**config.mk**
```make
export PLATFORM = sky130hd
export DESIGN_NAME = hsv_to_rgb_converter
export DESIGN_NICKNAME = d
export VERILOG_FILES = /design/src/hsvrgb_pkg.sv /design/src/hsvrgb_sector.sv /design/src/hsvrgb_scale.sv /design/src/hsvrgb_select.sv /design/src/hsv_to_rgb_converter.sv
export VERILOG_INCLUDE_DIRS = /design/src /design/src/src
export SDC_FILE = /design/constraint.sdc
export NUM_CORES = 2
export LEC_CHECK = 0
export BUFFER_PORTS_ARGS = -buffer_cell sky130_fd_sc_hd__buf_2
export CAP_MARGIN = 20
export CORE_UTILIZATION = 65
export CTS_BUF_LIST = sky130_fd_sc_hd__clkbuf_16
export CTS_CLUSTER_DIAMETER = 100
export DETAILED_ROUTE_END_ITERATION = 8
export PLACE_DENSITY = 0.83
export SETUP_SLACK_MARGIN = 0.2
export SLEW_MARGIN = 0
export SYNTH_ARGS = -nofsm -noshare
export SYNTH_HDL_FRONTEND = slang
export SYNTH_SLANG_ARGS = --single-unit
```
**constraint.sdc**
```tcl
create_clock -name clk -period 11.83 [get_ports clk]
set_input_delay 2.366 -clock clk [delete_from_list [all_inputs] [get_ports clk]]
set_output_delay 2.366 -clock clk [all_outputs]
set_load 0.03 [all_outputs]
```
**src/hsv_to_rgb_converter_macros.svh**
```systemverilog
// Assertion macros for the HSV to RGB converter top level.
`ifndef HSV_TO_RGB_CONVERTER_MACROS_SVH
`define HSV_TO_RGB_CONVERTER_MACROS_SVH
`ifndef ASSERT_OFF
// prop must hold at every clock edge outside reset
`define HSVRGB_ASSERT(lbl, clk, rst_n, prop) \
  lbl: assert property (@(posedge clk) disable iff (!rst_n) (prop)) \
    else $error("hsv_to_rgb_converter: check failed");
// prop must never hold at a clock edge outside reset
`define HSVRGB_NEVER(lbl, clk, rst_n, prop) \
  lbl: assert property (@(posedge clk) disable iff (!rst_n) !(prop)) \
    else $error("hsv_to_rgb_converter: forbidden condition");
`else
`define HSVRGB_ASSERT(lbl, clk, rst_n, prop)
`define HSVRGB_NEVER(lbl, clk, rst_n, prop)
`endif
`endif

```
**src/hsvrgb_pkg.sv**
```systemverilog
// Shared constants and stage payload types for the HSV to RGB converter.
package hsvrgb_pkg;

  localparam logic [14:0] HUE_FULL   = 15'd23040;  // 360 degrees in 1/64 degree
  localparam logic [11:0] HUE_SECTOR = 12'd3840;   // 60 degrees
  localparam logic [8:0]  Q_ONE      = 9'd256;     // 1.0 in Q1.8
  localparam logic [19:0] K_ONE      = 20'd983040; // 1.0 in Q1.8 times HUE_SECTOR
  localparam logic [12:0] RECIP15    = 13'd4369;   // ceil-free 2^16/15 reciprocal

  // 60-degree hue sectors
  typedef enum logic [2:0] {
    SEC_RED_YEL = 3'd0,
    SEC_YEL_GRN = 3'd1,
    SEC_GRN_CYN = 3'd2,
    SEC_CYN_BLU = 3'd3,
    SEC_BLU_MAG = 3'd4,
    SEC_MAG_RED = 3'd5
  } sector_t;

  // after sector split
  typedef struct packed {
    sector_t     sector;
    logic [11:0] rem;
    logic [8:0]  sat;
    logic [8:0]  val;
    logic [8:0]  alpha;
  } s1_t;

  // after saturation products
  typedef struct packed {
    sector_t     sector;
    logic [8:0]  val;
    logic [8:0]  alpha;
    logic [8:0]  p;
    logic [19:0] sr;   // S * R
    logic [19:0] st;   // S * (3840 - R)
  } s2_t;

  // after brightness products
  typedef struct packed {
    sector_t     sector;
    logic [8:0]  val;
    logic [8:0]  alpha;
    logic [8:0]  p;
    logic [27:0] q_num;
    logic [27:0] t_num;
  } s3_t;

endpackage

```
**src/hsvrgb_sector.sv**
```systemverilog
// Stage 1: clamp inputs, wrap hue and split it into sector and remainder.
module hsvrgb_sector (
  input  logic              clk,
  input  logic              rst_n,
  input  logic              in_vld,
  input  logic [14:0]       hue,
  input  logic [8:0]        sat,
  input  logic [8:0]        val,
  input  logic [8:0]        alpha,
  output logic              s1_vld_r,
  output hsvrgb_pkg::s1_t   s1_r
);
  import hsvrgb_pkg::*;

  logic [14:0] hue_w;
  logic [14:0] base;
  logic [14:0] rem_full;
  sector_t     sector;
  s1_t         s1_nxt;

  // full circle and beyond wraps to zero
  assign hue_w = (hue >= HUE_FULL) ? 15'd0 : hue;

  // sector by threshold compare, base is sector * 3840
  always_comb begin
    if (hue_w >= 15'd19200) begin
      sector = SEC_MAG_RED;
      base   = 15'd19200;
    end else if (hue_w >= 15'd15360) begin
      sector = SEC_BLU_MAG;
      base   = 15'd15360;
    end else if (hue_w >= 15'd11520) begin
      sector = SEC_CYN_BLU;
      base   = 15'd11520;
    end else if (hue_w >= 15'd7680) begin
      sector = SEC_GRN_CYN;
      base   = 15'd7680;
    end else if (hue_w >= {3'd0, HUE_SECTOR}) begin
      sector = SEC_YEL_GRN;
      base   = {3'd0, HUE_SECTOR};
    end else begin
      sector = SEC_RED_YEL;
      base   = 15'd0;
    end
  end

  assign rem_full = hue_w - base;

  always_comb begin
    s1_nxt.sector = sector;
    s1_nxt.rem    = rem_full[11:0];
    s1_nxt.sat    = (sat > Q_ONE) ? Q_ONE : sat;
    s1_nxt.val    = (val > Q_ONE) ? Q_ONE : val;
    s1_nxt.alpha  = alpha;
  end

  // valid bit
  always_ff @(posedge clk) begin
    if (!rst_n) begin
      s1_vld_r <= 1'b0;
    end else begin
      s1_vld_r <= in_vld;
    end
  end

  // payload
  always_ff @(posedge clk) begin
    s1_r <= s1_nxt;
  end

endmodule

```
**src/hsvrgb_scale.sv**
```systemverilog
// Stages 2 and 3: saturation products, then brightness products for q and t.
module hsvrgb_scale (
  input  logic              clk,
  input  logic              rst_n,
  input  logic              s1_vld,
  input  hsvrgb_pkg::s1_t   s1,
  output logic              s3_vld_r,
  output hsvrgb_pkg::s3_t   s3_r
);
  import hsvrgb_pkg::*;

  logic        s2_vld_r;
  s2_t         s2_r;
  s2_t         s2_nxt;
  s3_t         s3_nxt;
  logic [20:0] sr_full;
  logic [20:0] st_full;
  logic [11:0] rem_inv;
  logic [17:0] p_full;
  logic [8:0]  sat_inv;
  logic [19:0] kq;
  logic [19:0] kt;
  logic [28:0] q_full;
  logic [28:0] t_full;

  // stage 2: S*R, S*(3840-R), and p = V*(256-S)/256
  assign rem_inv = HUE_SECTOR - s1.rem;
  assign sat_inv = Q_ONE - s1.sat;
  assign sr_full = s1.sat * s1.rem;
  assign st_full = s1.sat * rem_inv;
  assign p_full  = s1.val * sat_inv;

  always_comb begin
    s2_nxt.sector = s1.sector;
    s2_nxt.val    = s1.val;
    s2_nxt.alpha  = s1.alpha;
    s2_nxt.p      = p_full[16:8];
    s2_nxt.sr     = sr_full[19:0];
    s2_nxt.st     = st_full[19:0];
  end

  // stage 3: numerators V*(983040 - S*R) and V*(983040 - S*(3840-R))
  assign kq     = K_ONE - s2_r.sr;
  assign kt     = K_ONE - s2_r.st;
  assign q_full = s2_r.val * kq;
  assign t_full = s2_r.val * kt;

  always_comb begin
    s3_nxt.sector = s2_r.sector;
    s3_nxt.val    = s2_r.val;
    s3_nxt.alpha  = s2_r.alpha;
    s3_nxt.p      = s2_r.p;
    s3_nxt.q_num  = q_full[27:0];
    s3_nxt.t_num  = t_full[27:0];
  end

  // valid bits
  always_ff @(posedge clk) begin
    if (!rst_n) begin
      s2_vld_r <= 1'b0;
      s3_vld_r <= 1'b0;
    end else begin
      s2_vld_r <= s1_vld;
      s3_vld_r <= s2_vld_r;
    end
  end

  // payload
  always_ff @(posedge clk) begin
    s2_r <= s2_nxt;
    s3_r <= s3_nxt;
  end

endmodule

```
**src/hsvrgb_select.sv**
```systemverilog
// Stage 4: divide q and t numerators by 983040 and route channels by sector.
module hsvrgb_select (
  input  logic              clk,
  input  logic              rst_n,
  input  logic              s3_vld,
  input  hsvrgb_pkg::s3_t   s3,
  output logic              out_vld_r,
  output logic [8:0]        red_r,
  output logic [8:0]        green_r,
  output logic [8:0]        blue_r,
  output logic [8:0]        alpha_r
);
  import hsvrgb_pkg::*;

  logic [12:0] yq;
  logic [12:0] yt;
  logic [25:0] q_prod;
  logic [25:0] t_prod;
  logic [8:0]  q;
  logic [8:0]  t;
  logic [8:0]  p;
  logic [8:0]  v;
  logic [8:0]  red_nxt;
  logic [8:0]  green_nxt;
  logic [8:0]  blue_nxt;

  // 983040 = 15 * 2^16: shift, then divide by 15 as (y+1)*4369 >> 16
  // (exact for y up to 3840)
  assign yq     = {1'b0, s3.q_num[27:16]} + 13'd1;
  assign yt     = {1'b0, s3.t_num[27:16]} + 13'd1;
  assign q_prod = yq * RECIP15;
  assign t_prod = yt * RECIP15;
  assign q      = q_prod[24:16];
  assign t      = t_prod[24:16];
  assign p      = s3.p;
  assign v      = s3.val;

  // channel routing; zero saturation gives p = q = t = v, so grey falls out
  always_comb begin
    case (s3.sector)
      SEC_RED_YEL: begin red_nxt = v; green_nxt = t; blue_nxt = p; end
      SEC_YEL_GRN: begin red_nxt = q; green_nxt = v; blue_nxt = p; end
      SEC_GRN_CYN: begin red_nxt = p; green_nxt = v; blue_nxt = t; end
      SEC_CYN_BLU: begin red_nxt = p; green_nxt = q; blue_nxt = v; end
      SEC_BLU_MAG: begin red_nxt = t; green_nxt = p; blue_nxt = v; end
      default:     begin red_nxt = v; green_nxt = p; blue_nxt = q; end
    endcase
  end

  // output strobe
  always_ff @(posedge clk) begin
    if (!rst_n) begin
      out_vld_r <= 1'b0;
    end else begin
      out_vld_r <= s3_vld;
    end
  end

  // output payload
  always_ff @(posedge clk) begin
    red_r   <= red_nxt;
    green_r <= green_nxt;
    blue_r  <= blue_nxt;
    alpha_r <= s3.alpha;
  end

endmodule

```
**src/hsv_to_rgb_converter.sv**
```systemverilog
// HSV to RGB converter, four-stage pipeline: sector split, saturation products,
// brightness products, divide and route. One pixel is taken every clock cycle
// (busy never rises) and its RGBA result appears on the out_ ports once it has
// passed all four register stages, flagged by a one-cycle out_valid strobe. The
// receiver cannot stall the block; results must be captured in the strobe cycle.
// Throughput is one transaction per cycle.
`include "hsv_to_rgb_converter_macros.svh"
module hsv_to_rgb_converter (
  input  logic        clk,
  input  logic        rst_n,
  input  logic        start,
  output logic        busy,
  input  logic [14:0] in_hue,
  input  logic [8:0]  in_saturation,
  input  logic [8:0]  in_brightness,
  input  logic [8:0]  in_alpha_in,
  output logic        out_valid,
  output logic [8:0]  out_red,
  output logic [8:0]  out_green,
  output logic [8:0]  out_blue,
  output logic [8:0]  out_alpha_out
);
  import hsvrgb_pkg::*;

  logic in_vld;
  logic s1_vld;
  s1_t  s1;
  logic s3_vld;
  s3_t  s3;

  // fully pipelined, never busy
  assign busy   = 1'b0;
  assign in_vld = start & ~busy;

  hsvrgb_sector u_sector (
    .clk      (clk),
    .rst_n    (rst_n),
    .in_vld   (in_vld),
    .hue      (in_hue),
    .sat      (in_saturation),
    .val      (in_brightness),
    .alpha    (in_alpha_in),
    .s1_vld_r (s1_vld),
    .s1_r     (s1)
  );

  hsvrgb_scale u_scale (
    .clk      (clk),
    .rst_n    (rst_n),
    .s1_vld   (s1_vld),
    .s1       (s1),
    .s3_vld_r (s3_vld),
    .s3_r     (s3)
  );

  hsvrgb_select u_select (
    .clk       (clk),
    .rst_n     (rst_n),
    .s3_vld    (s3_vld),
    .s3        (s3),
    .out_vld_r (out_valid),
    .red_r     (out_red),
    .green_r   (out_green),
    .blue_r    (out_blue),
    .alpha_r   (out_alpha_out)
  );

  // every accepted transaction comes out with an out_valid strobe
  `HSVRGB_ASSERT(a_latency, clk, rst_n, in_vld |-> ##4 out_valid)
  // no strobe without an earlier accepted transaction
  `HSVRGB_ASSERT(a_no_phantom, clk, rst_n, !in_vld |-> ##4 !out_valid)
  // channels never exceed 1.0
  `HSVRGB_NEVER(a_range, clk, rst_n,
    out_valid && (out_red > Q_ONE || out_green > Q_ONE || out_blue > Q_ONE))
  // alpha rides along with its pixel
  `HSVRGB_ASSERT(a_alpha, clk, rst_n,
    out_valid |-> out_alpha_out == $past(in_alpha_in, 4))

endmodule

```
After elaboration in Yosys (flattened, before gate mapping) --
Index checks and enable logic that the tools add are counted.
Operators by class: equality and inequality tests 4, $add $sub $neg 7, order comparisons 8, multiply operators 7, reductions and logical operators 6, mux-type cells 13
Operators by type and width (number):
- 9-bit case mux with 3 select lines | 3
- 12-bit two-way mux | 5
- 9-bit by 20-bit multiplier with 28-bit output | 2
- 13-bit by 13-bit multiplier with 25-bit output, second input constant | 2
- 9-bit by 12-bit multiplier with 20-bit output | 2
- 20-bit subtractor, first input constant | 2
- 15-bit by 14-bit >= comparator with 1-bit output, second input constant | 2
- 15-bit >= comparator, second input constant | 2
- 12-bit by 1-bit adder with 13-bit output, second input constant | 2
- 9-bit greater-than comparator, second input constant | 2
- 9-bit by 9-bit multiplier with 17-bit output | 1
- 15-bit by 12-bit >= comparator with 1-bit output, second input constant | 1
- 15-bit by 13-bit >= comparator with 1-bit output, second input constant | 1
- 15-bit two-way mux | 1
- 12-bit subtractor | 1
- 12-bit subtractor, first input constant | 1
- 2-bit OR reduction | 5
- 9-bit subtractor, first input constant | 1
- 3-bit by 2-bit == test with 1-bit output, second input constant | 2
- 3-bit two-way mux | 2
- 3-bit by 1-bit == test with 1-bit output, second input constant | 1
- 3-bit == test, second input constant | 1
- 3-bit logical NOT | 1
- 1-bit two-way mux | 2
Word-level totals: bits in registers 238, logic and storage cells 71

Logic depth before layout (Yosys ltp) --
depth in word-level cells 9, mapped depth 27, gate-level depth less buffers 26

Modules after synthesis --
Synthesis repeated with hierarchy kept, for this count alone.
Second synthesis, totals: cell total of the unflattened synthesis 3375, area, all modules 30324.1 um2
Modules (own cells, without submodules):
- hsvrgb_scale | seq. area each 3123.0 um2, times used 1, area an instance 23694.0 um2, cells each 2607
- hsvrgb_select | seq. area each 740.7 um2, times used 1, area an instance 5205.0 um2, cells each 640
- hsvrgb_sector | seq. area each 860.8 um2, times used 1, area an instance 1413.9 um2, cells each 126
- hsv_to_rgb_converter | seq. area each 0.0 um2, times used 1, area an instance 11.3 um2, cells each 2

Worst setup path before layout --
Ideal clock, no wire load.
kind reg-to-reg, start register u_scale.s2_r[27] (netlist name), end register u_scale.s3_r[55] (netlist name), buffers on the path 0, data required time 11.709 ns, library setup time 0.121 ns, arrival time 6.061 ns, slack 5.648 ns, cell stages (with the launch flop) 22, cells stage by stage dfxtp_1 or3_1 nor4_1 or3b_2 xor2_1 nand2_1 fa_1 inv_1 fa_1 fa_1 inv_1 fa_1 inv_1 ha_1 nand4_1 a2111oi_0 nor2_1 a211oi_1 o31ai_1 o21ai_0 a21oi_1 xnor2_1
On the way: word-level cells in the longest chain between the ends 2
RTL lines:
- start: declaration | line hsvrgb_scale.sv:13 | s2_t s2_r;
- start signal: assignment | line hsvrgb_scale.sv:70 | s2_r <= s2_nxt;
- 20-bit subtractor | line hsvrgb_scale.sv:43 | assign kq = K_ONE - s2_r.sr;
- 9-bit by 20-bit multiplier with 28-bit output | line hsvrgb_scale.sv:45 | assign q_full = s2_r.val * kq;
- net u_scale.q_full[27] | line hsvrgb_scale.sv:23 | logic [28:0] q_full;
- end signal: assignment | line hsvrgb_scale.sv:71 | s3_r <= s3_nxt;
- end: declaration | line hsvrgb_scale.sv:8 | output hsvrgb_pkg::s3_t s3_r
The timed path passes the listed nets, and every way through them passes these cells. A chain may end at the register's enable or synchronous reset.

Worst setup path after layout --
start register u_scale.s2_r[25] (netlist name), end register u_scale.s3_r[55] (netlist name)
Same word-level chain as after synthesis.

==> out/qor.txt <==
unrepaired setup endpoints after global routing -> no
clock-pin slew on the worst setup and hold paths -> 0.07 ns
CORE AREA -> 43000 µm²
count of cell types in the netlist -> 74
Slew @ Worst Pin -> 1.09 ns
First DRT Iteration DRCs -> 1587
DRT Pass-1 Iters -> 6
most used cell, CP -> fa_1
crit path max fanout -> 9
H-tree levels -> 1
Placer Congestion -> 0.925
Seq/Total Area, Yosys -> 14.5%
post-synthesis mux area share -> 0.851%
# rows -> 76
critical path class -> flip-flop to flip-flop
total number of vias -> 21100
CTS Buf Count -> 23
Avg Vias per Cell -> 5.61
Synth top area share -> 32.0%
Die Area -> 44300 µm²
clk_lat worst skew -> 0.56 ns
Slowest cell on crit path -> fa_1
synth warn -> 0
Post-DP HPWL -> 49200 µm
synthesized area -> 28200 µm²
synth-to-layout area growth -> 5.76%
final worst-path cycle share -> 59.6%
ANT cells -> 0
status -> finished clean
Clock Root Buffer -> clkbuf_16
# DRC -> 0
main combinational cell family by area after synthesis -> adder cells
max frequency -> 0.142 GHz
IO Port Bufs -> 81
Synth Flop Type -> dfxtp_1
Mapped Nets -> 3949
CP arrival -> 7.47 ns
post-route ant nets -> 0
max-slew violations -> 0
share of synthesized registers carrying an async set or reset -> 0%
CP Cell Sequence -> nor4_1 -> nand2_1 -> nor4_1 -> or3b_2 -> xor2_1 -> nand2_1 -> fa_1 -> inv_1 -> fa_1 -> fa_1 -> inv_1 -> fa_1 -> inv_1 -> ha_1 -> nand4_1 -> a2111oi_0 -> nor2_1 -> a211oi_1 -> o31ai_1 -> o21ai_0 -> a21oi_1 -> xnor2_1
Syn Area/Cell -> 9.00 µm²
Post-CTS Setup Bufs -> 0
post-synthesis xor/xnor area fraction -> 5.02%
Final Hold Vio Count -> 0
CTS tree -> built
Hold Crit Class -> flip-flop to flip-flop
Worst setup EP type -> flip-flop
leading post-synthesis cells by cell area -> fa_1 32%, dfxtp_1 15%, ha_1 14%
first-pass GRT wire length -> 105000 µm
CP top delay family -> adder cells
final wirelength -> 62200 µm
gr ovfl total -> 0
die height -> 210 µm
Overall Global Routing Usage -> 29.0%
Top Ports -> 83
Initial Utilization -> 65.7%
EDFF count, synth -> 0
Compound-Gate Fraction of Synth Area -> 6.01%
post-route clock skew -> 0.0412 ns
CTS Buffer Depth -> 3
Rel. slew slack -> 27.3%
post-layout net count -> 3962
area leader, netlist -> fa_1
# setup viols final -> 0
FF+latch count, synth -> 205
adder-cell share of the synthesized area -> 46.0%
vias in the first global route -> 22200
Die X -> 210 µm
Worst EP required -> 12.26 ns
Gates resized, CTS repair -> 0
Avg WL per Cell -> 16.6 µm
WP buf/inv -> 3
antenna violations before repair -> 0
hold_buf cts -> 0
synthesized instance count -> 3138
largest net degree at the start of global routing -> 46
CP Launch Type -> flip-flop
ratio of cells with drive above 1 in the final layout -> 5.15%
filler instances -> 3301
CTS sink cnt -> 205
Tmin final -> 7.05 ns
Max Cap Violations -> 0
Max stage delay on crit path -> 0.56 ns
TNS Setup -> 0 ns
post-synthesis simple-gate area fraction -> 18.7%
## flip-flops by register name (all words and copies together), names as in the netlist
signal              count
u_select.blue_r         9
u_select.out_vld_r      1
u_scale.s2_r           69
u_scale.s3_vld_r        1
u_scale.s3_r           54
u_select.alpha_r        9
u_select.red_r          9
u_sector.s1_r          42
u_scale.s2_vld_r        1
u_select.green_r        9
u_sector.s1_vld_r       1
## worst register-to-register path: stages (launching register included)
cell and delay, ns:
dfxtp_1 0.33, nor4_1 0.35, nand2_1 0.21, nor4_1 0.53
or3b_2 0.51, xor2_1 0.46, nand2_1 0.16, fa_1 0.56
inv_1 0.06, fa_1 0.48, fa_1 0.55, inv_1 0.05
fa_1 0.47, inv_1 0.04, ha_1 0.31, nand4_1 0.10
a2111oi_0 0.37, nor2_1 0.14, a211oi_1 0.55, o31ai_1 0.19
o21ai_0 0.28, a21oi_1 0.14, xnor2_1 0.13
## stage by stage
stage	utilization (%)	area, µm²	setup slack (ns)	instances	hold slack, ns
2_1_floorplan	-	28200	5.65	3138	0.310
3_3_place_gp	67.7	29100	4.98	3711	0.310
3_5_place_dp	67.7	29100	4.84	3711	0.312
4_1_cts	69.5	29900	4.84	3753	0.326
5_1_grt	69.5	29900	4.40	3753	0.329
6_report	69.5	29900	4.78	3753	0.323
## layout by cell type (no fill, tap or decap), types with 23 or more instances in the layout
master / Yosys / layout
nor3_1: 41 / 41
ha_1: 315 / 315
nand2_1: 412 / 412
dfxtp_1: 205 / 205
nand3_1: 40 / 40
o21ai_0: 53 / 53
xor2_1: 59 / 59
clkbuf_16: 0 / 23
and2_1: 343 / 343
a21oi_1: 77 / 77
buf_2: 0 / 81
inv_1: 561 / 561
xnor2_1: 98 / 98
fa_1: 451 / 451
nor2_1: 94 / 94
## layout make-up
class / count / area (µm²) / area share, %
clock buffers: 23 / 576 / 1.93
clock inverters: 19 / 211 / 0.708
inverters: 563 / 2110 / 7.07
multi-input cells: 2262 / 21600 / 72.4
flip-flops and latches: 205 / 4100 / 13.7
well taps: 585 / 732 / 2.45
repair buffers: 96 / 518 / 1.73
## layer usage
metal  track usage (%)  vias up  share of wire, %
li1                  -     9744                 -
met1              38.0    10400                41
met2              50.6      777                49
met3              3.20      134               6.9
met4              8.67        0               2.7
met5                 0        -                 0
## worst paths after layout
kind,slack (ns),cells after the start,start,end
worst max-delay path,4.78,22,u_scale.s2_r[25]$_DFF_P_,u_scale.s3_r[55]$_DFF_P_
worst min-delay path,0.32,0,u_scale.s2_r[50]$_DFF_P_,u_scale.s3_r[66]$_DFF_P_
worst max register to register,4.78,22,u_scale.s2_r[25]$_DFF_P_,u_scale.s3_r[55]$_DFF_P_
worst min register to register,0.32,0,u_scale.s2_r[50]$_DFF_P_,u_scale.s3_r[66]$_DFF_P_
## cell families after synthesis
| family | count (synthesis) |
|---|---|
| other | 1 |
| adder cells (fa/ha/maj) | 767 |
| AND/OR/NAND/NOR | 1049 |
| flip-flops | 205 |
| AO/OA/AOI/OAI | 263 |
| multiplexers | 23 |
| XOR/XNOR | 159 |
| buffers and inverters | 671 |
## synth_stat cells, drive strengths merged (21+ instances only)
master / n
nand3: 40
nor2: 94
xor2: 60
nor2b: 21
dfxtp: 205
inv: 561
fa: 451
nor3: 41
xnor2: 99
clkbuf: 102
o21ai: 53
nand2: 413
ha: 315
a21oi: 77
and2: 344
Power is left out: the tool's default activity adds up to more than one toggle a clock period on the data nets, which glitch-free logic cannot reach.
